`config.mk`:
```
export PLATFORM = sky130hd
export DESIGN_NAME = hill_cipher_2x2_mod26
export DESIGN_NICKNAME = d
export VERILOG_FILES = /design/src/rtl/hc2_pkg.sv /design/src/rtl/hc2_front.sv /design/src/rtl/hc2_queue.sv /design/src/rtl/hc2_back.sv /design/src/rtl/hill_cipher_2x2_mod26.sv
export SDC_FILE = /design/constraint.sdc
export NUM_CORES = 1
export LEC_CHECK = 0
export BUFFER_PORTS_ARGS = -buffer_cell sky130_fd_sc_hd__buf_2
export CAP_MARGIN = 30
export CORE_ASPECT_RATIO = 1.75
export CORE_MARGIN = 1
export CORE_UTILIZATION = 64
export CTS_CLUSTER_DIAMETER = 30
export CTS_CLUSTER_SIZE = 10
export DETAILED_ROUTE_END_ITERATION = 12
export PLACE_DENSITY = 0.84
export SLEW_MARGIN = 30
export SYNTH_ARGS = -nofsm -noshare
export SYNTH_HDL_FRONTEND = slang
export SYNTH_SLANG_ARGS = --single-unit
```
`constraint.sdc`:
```
create_clock -name clk_i -period 14.19 [get_ports clk_i]
set_input_delay 2.838 -clock clk_i [delete_from_list [all_inputs] [get_ports clk_i]]
set_output_delay 2.838 -clock clk_i [all_outputs]
set_load 0.02 [all_outputs]
```
`src/rtl/hc2_pkg.sv`:
```
// ----------------------------------------------------------------------------
// hc2_pkg: shared types and constants for the 2x2 Hill cipher
// Item layouts for both channels, the pair handed from front to back,
// the key register group and the register map of the configuration port.
// ----------------------------------------------------------------------------
package hc2_pkg;

  localparam int unsigned LETTER_W            = 5;
  localparam int unsigned MODULUS_DEFAULT     = 26;
  localparam int unsigned QUEUE_DEPTH_DEFAULT = 4;

  localparam int unsigned APB_AW    = 5;
  localparam int unsigned APB_DW    = 32;
  localparam int unsigned REG_IDX_W = 3;

  // register map, word index into the configuration space
  localparam logic [REG_IDX_W-1:0] REG_KEY_A = 3'd0;
  localparam logic [REG_IDX_W-1:0] REG_KEY_B = 3'd1;
  localparam logic [REG_IDX_W-1:0] REG_KEY_C = 3'd2;
  localparam logic [REG_IDX_W-1:0] REG_KEY_D = 3'd3;
  localparam logic [REG_IDX_W-1:0] REG_MODE  = 3'd4;

  typedef logic [LETTER_W-1:0] letter_t;

  typedef struct packed {
    letter_t letter_in;
    logic    end_of_message;
  } in_item_t;

  typedef struct packed {
    letter_t out_first;
    letter_t out_second;
    logic    second_valid;
    logic    final_pair;
  } out_item_t;

  // one digraph ready for the arithmetic
  typedef struct packed {
    letter_t p0;
    letter_t p1;
    logic    second_valid;
    logic    final_pair;
  } pair_t;

  typedef struct packed {
    letter_t key_a;
    letter_t key_b;
    letter_t key_c;
    letter_t key_d;
    logic    mode;
  } key_cfg_t;

endpackage

```
`src/rtl/hc2_front.sv`:
```
// ----------------------------------------------------------------------------
// hc2_front: letter pairing
// Holds the first letter of a digraph, pushes complete pairs into the queue,
// pads an odd encrypt tail and drops an odd decrypt tail.
// ----------------------------------------------------------------------------
module hc2_front (
  input  logic             clk_i,
  input  logic             rst_ni,
  input  logic             in_valid_i,
  output logic             in_ready_o,
  input  hc2_pkg::in_item_t in_item_i,
  input  logic             mode_i,
  input  logic             full_i,
  output logic             push_o,
  output hc2_pkg::pair_t   push_item_o
);
  import hc2_pkg::*;

  letter_t held_letter_q, held_letter_d;
  logic    have_held_q, have_held_d;
  logic    acc;

  assign in_ready_o = !full_i;
  assign acc        = in_valid_i && !full_i;

  always_comb begin
    held_letter_d            = held_letter_q;
    have_held_d              = have_held_q;
    push_o                   = 1'b0;
    push_item_o.p0           = held_letter_q;
    push_item_o.p1           = in_item_i.letter_in;
    push_item_o.second_valid = 1'b1;
    push_item_o.final_pair   = in_item_i.end_of_message;
    if (acc) begin
      if (have_held_q) begin
        push_o        = 1'b1;
        have_held_d   = 1'b0;
        held_letter_d = '0;
      end else if (!in_item_i.end_of_message) begin
        held_letter_d = in_item_i.letter_in;
        have_held_d   = 1'b1;
      end else if (!mode_i) begin
        // lone last letter: pad with zero, flag the pad
        push_o                   = 1'b1;
        push_item_o.p0           = in_item_i.letter_in;
        push_item_o.p1           = '0;
        push_item_o.second_valid = 1'b0;
        push_item_o.final_pair   = 1'b1;
      end
    end
  end

  always_ff @(posedge clk_i or negedge rst_ni) begin
    if (!rst_ni) begin
      held_letter_q <= '0;
      have_held_q   <= 1'b0;
    end else begin
      held_letter_q <= held_letter_d;
      have_held_q   <= have_held_d;
    end
  end

  a_pair_clears_hold: assert property (@(posedge clk_i) disable iff (!rst_ni)
    (acc && have_held_q) |=> !have_held_q)
    else $error("held letter survived the completion of its pair");

endmodule

```
`src/rtl/hc2_queue.sv`:
```
// ----------------------------------------------------------------------------
// hc2_queue: pair queue
// Short first-in first-out buffer that decouples pairing from arithmetic.
// ----------------------------------------------------------------------------
module hc2_queue #(
  parameter int unsigned DEPTH = hc2_pkg::QUEUE_DEPTH_DEFAULT
) (
  input  logic           clk_i,
  input  logic           rst_ni,
  input  logic           push_i,
  input  hc2_pkg::pair_t push_item_i,
  output logic           full_o,
  output logic           pop_valid_o,
  input  logic           pop_ready_i,
  output hc2_pkg::pair_t pop_item_o
);
  import hc2_pkg::*;

  localparam int unsigned AW = $clog2(DEPTH);
  localparam int unsigned CW = $clog2(DEPTH + 1);

  pair_t           mem_q [DEPTH];
  logic [AW-1:0]   wr_ptr_q, wr_ptr_d, rd_ptr_q, rd_ptr_d;
  logic [CW-1:0]   count_q, count_d;
  logic            pop;

  assign full_o      = (count_q == CW'(DEPTH));
  assign pop_valid_o = (count_q != '0);
  assign pop         = pop_valid_o && pop_ready_i;
  assign pop_item_o  = mem_q[rd_ptr_q];

  always_comb begin
    wr_ptr_d = wr_ptr_q;
    rd_ptr_d = rd_ptr_q;
    if (push_i) begin
      wr_ptr_d = (wr_ptr_q == AW'(DEPTH - 1)) ? '0 : wr_ptr_q + 1'b1;
    end
    if (pop) begin
      rd_ptr_d = (rd_ptr_q == AW'(DEPTH - 1)) ? '0 : rd_ptr_q + 1'b1;
    end
    case ({push_i, pop})
      2'b10:   count_d = count_q + 1'b1;
      2'b01:   count_d = count_q - 1'b1;
      default: count_d = count_q;
    endcase
  end

  always_ff @(posedge clk_i or negedge rst_ni) begin
    if (!rst_ni) begin
      wr_ptr_q <= '0;
      rd_ptr_q <= '0;
      count_q  <= '0;
    end else begin
      wr_ptr_q <= wr_ptr_d;
      rd_ptr_q <= rd_ptr_d;
      count_q  <= count_d;
    end
  end

  always_ff @(posedge clk_i) begin
    if (push_i) begin
      mem_q[wr_ptr_q] <= push_item_i;
    end
  end

  a_no_overflow: assert property (@(posedge clk_i) disable iff (!rst_ni)
    push_i |-> !full_o)
    else $error("pair pushed into a full queue");

  a_count_up: assert property (@(posedge clk_i) disable iff (!rst_ni)
    (push_i && !pop) |=> (count_q == $past(count_q) + 1'b1))
    else $error("queue fill count lost a pushed item");

endmodule

```
`src/rtl/hc2_back.sv`:
```
// ----------------------------------------------------------------------------
// hc2_back: modular matrix pipeline
// Nine registered stages: reduce operands, determinant, inverse table,
// inverse key matrix, matrix times pair, final reduction into the output.
// ----------------------------------------------------------------------------
module hc2_back #(
  parameter int unsigned MODULUS = hc2_pkg::MODULUS_DEFAULT
) (
  input  logic               clk_i,
  input  logic               rst_ni,
  input  hc2_pkg::key_cfg_t  cfg_i,
  input  logic               pair_valid_i,
  output logic               pair_ready_o,
  input  hc2_pkg::pair_t     pair_i,
  output logic               out_valid_o,
  input  logic               out_ready_i,
  output hc2_pkg::out_item_t out_item_o
);
  import hc2_pkg::*;

  localparam int unsigned RW     = $clog2(MODULUS);
  localparam int unsigned PW     = 2 * RW;
  localparam int unsigned XW     = 2 * RW + 1;
  localparam int unsigned SW     = LETTER_W + RW;
  localparam int unsigned NSTAGE = 9;
  localparam int unsigned LAST   = NSTAGE - 1;

  typedef logic [RW-1:0] res_t;
  typedef logic [PW-1:0] prod_t;
  typedef res_t inv_tbl_t [MODULUS];

  typedef struct packed {
    logic  mode;
    logic  sv;
    logic  fp;
    res_t  p0, p1;
    res_t  ka, kb, kc, kd;
    res_t  mad, mbc, det, inv;
    res_t  m00, m01, m10, m11;
    res_t  r0, r1;
    prod_t t0, t1, t2, t3;
  } pipe_t;

  function automatic inv_tbl_t build_inv();
    inv_tbl_t    tbl;
    int unsigned acc;
    for (int unsigned j = 0; j < MODULUS; j++) begin
      tbl[j] = '0;
      acc    = 0;
      for (int unsigned i = 1; i < MODULUS; i++) begin
        acc = acc + j;
        if (acc >= MODULUS) acc = acc - MODULUS;
        if (acc == 1 && tbl[j] == '0) tbl[j] = res_t'(i);
      end
    end
    return tbl;
  endfunction

  localparam inv_tbl_t INV_TBL = build_inv();

  // reduce a raw 5-bit code by shifted compare and subtract
  function automatic res_t mod_letter(input letter_t x);
    logic [SW-1:0] v;
    logic [SW-1:0] m;
    v = SW'(x);
    m = SW'(MODULUS);
    for (int i = LETTER_W - 1; i >= 0; i--) begin
      if (v >= (m << i)) v = v - (m << i);
    end
    return v[RW-1:0];
  endfunction

  // reduce a product or a sum of two products of residues
  function automatic res_t mod_wide(input logic [XW-1:0] x);
    logic [XW-1:0] v;
    logic [XW-1:0] m;
    v = x;
    m = XW'(MODULUS);
    for (int i = RW; i >= 0; i--) begin
      if (v >= (m << i)) v = v - (m << i);
    end
    return v[RW-1:0];
  endfunction

  function automatic res_t neg_mod(input res_t x);
    return (x == '0) ? '0 : res_t'(MODULUS - 32'(x));
  endfunction

  function automatic prod_t mul(input res_t a, input res_t b);
    return prod_t'(a) * prod_t'(b);
  endfunction

  pipe_t               s_q [NSTAGE];
  pipe_t               s_d [NSTAGE];
  logic [NSTAGE-1:0]   vld_q, vld_d;
  logic                stall, en;

  assign stall        = vld_q[LAST] && !out_ready_i;
  assign en           = !stall;
  assign pair_ready_o = en;
  assign vld_d        = {vld_q[NSTAGE-2:0], pair_valid_i};

  always_comb begin
    // stage 0: reduce letters and keys
    s_d[0]      = '0;
    s_d[0].mode = cfg_i.mode;
    s_d[0].sv   = pair_i.second_valid;
    s_d[0].fp   = pair_i.final_pair;
    s_d[0].p0   = mod_letter(pair_i.p0);
    s_d[0].p1   = mod_letter(pair_i.p1);
    s_d[0].ka   = mod_letter(cfg_i.key_a);
    s_d[0].kb   = mod_letter(cfg_i.key_b);
    s_d[0].kc   = mod_letter(cfg_i.key_c);
    s_d[0].kd   = mod_letter(cfg_i.key_d);

    // stage 1: determinant products
    s_d[1]    = s_q[0];
    s_d[1].t0 = mul(s_q[0].ka, s_q[0].kd);
    s_d[1].t1 = mul(s_q[0].kb, s_q[0].kc);

    // stage 2: reduce them
    s_d[2]     = s_q[1];
    s_d[2].mad = mod_wide(XW'(s_q[1].t0));
    s_d[2].mbc = mod_wide(XW'(s_q[1].t1));

    // stage 3: determinant, kept in range
    s_d[3] = s_q[2];
    if (s_q[2].mad >= s_q[2].mbc) begin
      s_d[3].det = s_q[2].mad - s_q[2].mbc;
    end else begin
      s_d[3].det = res_t'(MODULUS - 32'(s_q[2].mbc) + 32'(s_q[2].mad));
    end

    // stage 4: inverse of the determinant, zero when singular
    s_d[4]     = s_q[3];
    s_d[4].inv = INV_TBL[s_q[3].det];

    // stage 5: adjugate times inverse
    s_d[5]    = s_q[4];
    s_d[5].t0 = mul(s_q[4].kd, s_q[4].inv);
    s_d[5].t1 = mul(s_q[4].kb, s_q[4].inv);
    s_d[5].t2 = mul(s_q[4].kc, s_q[4].inv);
    s_d[5].t3 = mul(s_q[4].ka, s_q[4].inv);

    // stage 6: pick key or inverse key
    s_d[6] = s_q[5];
    if (s_q[5].mode) begin
      s_d[6].m00 = mod_wide(XW'(s_q[5].t0));
      s_d[6].m01 = neg_mod(mod_wide(XW'(s_q[5].t1)));
      s_d[6].m10 = neg_mod(mod_wide(XW'(s_q[5].t2)));
      s_d[6].m11 = mod_wide(XW'(s_q[5].t3));
    end else begin
      s_d[6].m00 = s_q[5].ka;
      s_d[6].m01 = s_q[5].kb;
      s_d[6].m10 = s_q[5].kc;
      s_d[6].m11 = s_q[5].kd;
    end

    // stage 7: matrix times pair
    s_d[7]    = s_q[6];
    s_d[7].t0 = mul(s_q[6].m00, s_q[6].p0);
    s_d[7].t1 = mul(s_q[6].m01, s_q[6].p1);
    s_d[7].t2 = mul(s_q[6].m10, s_q[6].p0);
    s_d[7].t3 = mul(s_q[6].m11, s_q[6].p1);

    // stage 8: sum and reduce into the output register
    s_d[8]    = s_q[7];
    s_d[8].r0 = mod_wide(XW'(s_q[7].t0) + XW'(s_q[7].t1));
    s_d[8].r1 = mod_wide(XW'(s_q[7].t2) + XW'(s_q[7].t3));
  end

  always_ff @(posedge clk_i or negedge rst_ni) begin
    if (!rst_ni) begin
      vld_q <= '0;
    end else if (en) begin
      vld_q <= vld_d;
    end
  end

  always_ff @(posedge clk_i) begin
    if (en) begin
      s_q <= s_d;
    end
  end

  assign out_valid_o             = vld_q[LAST];
  assign out_item_o.out_first    = letter_t'(s_q[LAST].r0);
  assign out_item_o.out_second   = letter_t'(s_q[LAST].r1);
  assign out_item_o.second_valid = s_q[LAST].sv;
  assign out_item_o.final_pair   = s_q[LAST].fp;

  a_stall_freezes: assert property (@(posedge clk_i) disable iff (!rst_ni)
    stall |=> $stable(vld_q))
    else $error("pipeline advanced while the output item was stalled");

  a_result_reduced: assert property (@(posedge clk_i) disable iff (!rst_ni)
    vld_q[LAST] |-> (32'(s_q[LAST].r0) < MODULUS && 32'(s_q[LAST].r1) < MODULUS))
    else $error("result letter not reduced below the modulus");

endmodule

```
`src/rtl/hill_cipher_2x2_mod26.sv`:
```
// ----------------------------------------------------------------------------
// hill_cipher_2x2_mod26: streaming 2x2 Hill cipher
// Pairs letters into digraphs and multiplies each pair by the key matrix,
// or by its modular inverse, with registers on an APB-style port.
// ----------------------------------------------------------------------------
// The block takes one letter (0..25) per cycle while the pair queue is not
// full and returns one item per digraph. Every other letter completes a pair;
// that pair passes through the pair queue and the arithmetic pipeline before
// it leaves the output register, and pairs follow back to back, so the
// sustained rate is one letter per cycle when the output does not stall. The
// arithmetic pipeline has a stage each for operand reduction, determinant,
// inverse table, inverse key matrix, matrix product and final reduction. In
// encrypt mode (mode 0) a lone last letter is padded with 0 and its item has
// second_valid low; in decrypt mode it is dropped. A key whose determinant has
// no inverse decrypts every letter to 0. Keys and mode live at byte addresses
// 0x00, 0x04, 0x08, 0x0C and 0x10 and may be written only while no pair is in
// flight; a letter waiting for its partner takes the mode in force when its
// pair enters the arithmetic pipeline.
module hill_cipher_2x2_mod26 #(
  parameter int unsigned MODULUS     = hc2_pkg::MODULUS_DEFAULT,
  parameter int unsigned QUEUE_DEPTH = hc2_pkg::QUEUE_DEPTH_DEFAULT
) (
  input  logic                         clk_i,
  input  logic                         rst_ni,
  input  logic                         in_valid_i,
  output logic                         in_ready_o,
  input  hc2_pkg::in_item_t            in_item_i,
  output logic                         out_valid_o,
  input  logic                         out_ready_i,
  output hc2_pkg::out_item_t           out_item_o,
  input  logic                         psel,
  input  logic                         penable,
  input  logic                         pwrite,
  input  logic [hc2_pkg::APB_AW-1:0]   paddr,
  input  logic [hc2_pkg::APB_DW-1:0]   pwdata,
  output logic [hc2_pkg::APB_DW-1:0]   prdata,
  output logic                         pready
);
  import hc2_pkg::*;

  key_cfg_t            cfg_q;
  logic                cfg_we;
  logic [REG_IDX_W-1:0] reg_idx;

  logic  push, full;
  pair_t push_item, pop_item;
  logic  pop_valid, pop_ready;

  // Register port: no wait states, write on the access phase.
  assign pready  = 1'b1;
  assign cfg_we  = psel && penable && pwrite && pready;
  assign reg_idx = paddr[APB_AW-1:2];

  always_ff @(posedge clk_i or negedge rst_ni) begin
    if (!rst_ni) begin
      cfg_q.key_a <= LETTER_W'(9);
      cfg_q.key_b <= LETTER_W'(4);
      cfg_q.key_c <= LETTER_W'(5);
      cfg_q.key_d <= LETTER_W'(7);
      cfg_q.mode  <= 1'b0;
    end else if (cfg_we) begin
      unique case (reg_idx)
        REG_KEY_A: cfg_q.key_a <= pwdata[LETTER_W-1:0];
        REG_KEY_B: cfg_q.key_b <= pwdata[LETTER_W-1:0];
        REG_KEY_C: cfg_q.key_c <= pwdata[LETTER_W-1:0];
        REG_KEY_D: cfg_q.key_d <= pwdata[LETTER_W-1:0];
        REG_MODE:  cfg_q.mode  <= pwdata[0];
        default: ;  // drop writes outside the map
      endcase
    end
  end

  // Read back the addressed register; unmapped words read as zero.
  always_comb begin
    unique case (reg_idx)
      REG_KEY_A: prdata = APB_DW'(cfg_q.key_a);
      REG_KEY_B: prdata = APB_DW'(cfg_q.key_b);
      REG_KEY_C: prdata = APB_DW'(cfg_q.key_c);
      REG_KEY_D: prdata = APB_DW'(cfg_q.key_d);
      REG_MODE:  prdata = APB_DW'(cfg_q.mode);
      default:   prdata = '0;
    endcase
  end

  // Front end: pair letters, pad or drop the odd tail.
  hc2_front u_front (
    .clk_i       (clk_i),
    .rst_ni      (rst_ni),
    .in_valid_i  (in_valid_i),
    .in_ready_o  (in_ready_o),
    .in_item_i   (in_item_i),
    .mode_i      (cfg_q.mode),
    .full_i      (full),
    .push_o      (push),
    .push_item_o (push_item)
  );

  // Queue: lets the front keep taking letters while the back end stalls.
  hc2_queue #(
    .DEPTH (QUEUE_DEPTH)
  ) u_queue (
    .clk_i       (clk_i),
    .rst_ni      (rst_ni),
    .push_i      (push),
    .push_item_i (push_item),
    .full_o      (full),
    .pop_valid_o (pop_valid),
    .pop_ready_i (pop_ready),
    .pop_item_o  (pop_item)
  );

  // Back end: modular matrix arithmetic, output register at its tail.
  hc2_back #(
    .MODULUS (MODULUS)
  ) u_back (
    .clk_i        (clk_i),
    .rst_ni       (rst_ni),
    .cfg_i        (cfg_q),
    .pair_valid_i (pop_valid),
    .pair_ready_o (pop_ready),
    .pair_i       (pop_item),
    .out_valid_o  (out_valid_o),
    .out_ready_i  (out_ready_i),
    .out_item_o   (out_item_o)
  );

endmodule
```
==> summary.md <==
| Metric | Value |
|---|---|
| TNS Setup | 0 ps |
| RSZ-0062 raised after global routing | false |
| EDFF count, synth | 412 |
| Synth Instances | 3,417 |
| # diodes | 0 |
| Die Width | 179 um |
| CP dominant cell by count | ha_1 |
| Hold Fails Final Rpt | 0 |
| Clock slew seen by the registers of the worst setup and hold paths | 50 ps |
| Setup bufs post-CTS | 0 |
| Commonest non-fill, non-tap cells in the layout | 412 x edfxtp_1, 329 x inv_1, 294 x ha_1 |
| GRT overflow | 0 |
| Port buffer count | 39 |
| Post-DR vias/cell | 6.24 |
| Seq/Total Area, Yosys | 38.3% |
| Worst EP arrival | 8740 ps |
| M3 GR Usage | 3.87% |
| Synth Register Bits | 455 |
| Syn avg cell area | 10.3 um2 |
| Final Max Tran Viols | 0 |
| CORE AREA | 54,200 um2 |
| Iteration-0 DRC Markers | 1,407 |
| Hold Path Class | register to register |
| Synth-to-Final Area Change | 9.04% |
| GR Util met1 | 25.5% |
| Die Y | 312 um |
| Synth async-reset ratio | 9.45% |
| Hold_buf cts | 0 |
| Startpoint types | register |
| Drt total wl | 75,900 um |
| DR vias | 26,200 |
| DRC Markers | 0 |
| First-pass DRT Iterations | 6 |
| WS Path Type | register to register |
| Max cap viols | 0 |
| CTS-repair resized insts | 0 |
| Synth warn | 0 |
| Total I/O pin count | 97 |
| CP Data Required Time | 14,500 ps |
| Final min period | 8430 ps |
| Worst path slowest cell | edfxtp_1 |
| FP Rows | 113 |
| Post-Synthesis Cell Area | 35,100 um2 |
| Status | finished clean |
| Final-report setup violation count | 0 |
| Root Buffer | clkbuf_16 |
| Die area | 55,800 um2 |
| Worst Max-Slew Pin Slew | 925 ps |
| Placed Area | 35,800 um2 |
| Final period utilization | 59.4% |
| CTS tree | done |
| Longest Clk Path Bufs | 3 |
| Initial core utilization | 64.8% |
| Initial antenna violation count | 0 |
| Crit end category | register |
| Busiest layer in global routing | met2 |
| Largest cells by area after synthesis | edfxtp_1 35%, ha_1 10%, fa_1 5.5%, xnor2_1 3.7%, inv_1 3.5% |
| Commonest non-fill, non-tap cell in the layout | edfxtp_1 |
| ANT nets after route | 0 |
| Synth area leader | edfxtp_1 |
| Layout cell share with drive strength beyond 1 | 9.64% |
| Filler Cell Count | 3,757 |
| Yosys cell types | 137 |
| Primary FF master, synth | edfxtp_1 |
| Post-synth top area share | 35.3% |
| Final Instance Area | 38,300 um2 |
| CTS sink count | 455 |
| TritonCTS Buffers | 71 |
| Per-cell routed wire length | 18.0 um |
| Slowest stage delay, CP | 540 ps |
| Global-route wire length before repair | 123,000 um |
| Met2 GRT Util | 52.9% |
| RD Place Congestion | 0.942 |
| GRT Total Usage | 27.2% |
| Hold Slack | 411 ps |
| Rel. slew slack | 38.1% |
| Detailed Place HPWL | 53,500 um |
| Largest net degree at the start of global routing | 199 |
| Vias in the first global route | 26,600 |
| H-tree depth | 3 |
| Worst skew pair latency | 610 ps |
| Nets | 3,900 |
| FMAX | 119 MHz |
| CP Max Fanout | 13 |
| Clock Skews | 53.7 ps |
==> cell type report <==
| type | instances | area, um2 | area share [%] |
|---|---|---|---|
| Timing Repair Buffer | 49 | 309 | 0.808 |
| Clock buffer | 93 | 1920 | 5.02 |
| Tap cell | 690 | 863 | 2.26 |
| Inverter | 332 | 1250 | 3.26 |
| Sequential cell | 455 | 13500 | 35.2 |
| Multi-Input combinational cell | 2551 | 20000 | 52.2 |
| Clock inverter | 36 | 505 | 1.32 |
==> stage by stage <==
stage	std cells	setup slack, ps	util [%]
floorplan	3443	4800	-
global placement	4076	6090	66.1
detailed placement	4076	5910	66.1
CTS	4205	5830	70.6
global route	4206	4850	70.7
finish	4206	5760	70.7
==> worst paths after layout <==
kind                                       endpoint            start  slack [ps]  cells after the start
setup / recovery                    u_back.s_d[182]  u_back.s_d[265]        5760                     38
hold / removal                      u_back.s_d[603]  u_back.s_d[726]         410                      0
setup reg to reg                    u_back.s_d[182]  u_back.s_d[265]        5760                     38
hold reg to reg                     u_back.s_d[603]  u_back.s_d[726]         410                      0
max in group asynchronous                  cfg_q[6]           rst_ni       11580                      1
min in group asynchronous  u_front.held_letter_q[3]           rst_ni        2210                      1
==> kinds of logic (layout without fill, tap and decap cells) <==
group           Yosys count  in the layout  synth area share, %
fa+ha+maj               392            392                 16.0
other cells               2             28               0.0214
simple gates            968            968                 14.3
buf+inv                 437            510                 5.07
xor+xnor                200            200                 5.19
compound gates          837            837                 16.6
flops                   455            455                 38.3
mux                     126            126                 4.43
==> state kept, by name, summed over array words and instances (netlist names) <==
register               cells
cfg_q                     21
u_back.out_item_o         12
u_back.s_d               352
u_back.vld_q               9
u_front.have_held_q        1
u_front.held_letter_q      5
u_queue.count_q            3
u_queue.mem_q             48
u_queue.rd_ptr_q           2
u_queue.wr_ptr_q           2
==> synthesized netlist by cell type, types with 26 or more instances <==
cell type,n
edfxtp_1,412
inv_1,329
ha_1,294
nand2_1,270
a21oi_1,202
and2_1,183
nor2_1,174
xnor2_1,148
o21ai_0,147
fa_1,96
nor3_1,67
clkbuf_1,55
mux2_2,55
nand3_1,55
mux2i_1,51
xor2_1,45
a31oi_1,39
a21o_1,38
o211ai_1,38
o21bai_1,36
dfrtp_1,35
o31ai_1,35
buf_4,29
nor2b_1,26
==> critical path: cells and delay by family (launching register included) <==
family,cells,cell delay (ps)
compound gates,9,2550
fa+ha+maj,6,1480
simple gates,11,1400
xor+xnor,5,1300
buf+inv,5,670
flops,1,540
mux,2,230
==> per-layer routing <==
metal	part of all wire [%]	up-vias
li1	-	12500
met1	34	12700
met2	56	762
met3	3.6	274
met4	5.8	0
met5	0	-
Power is not shown: default switching activity piles up to over one toggle a cycle in this logic, so the estimate is an artifact.
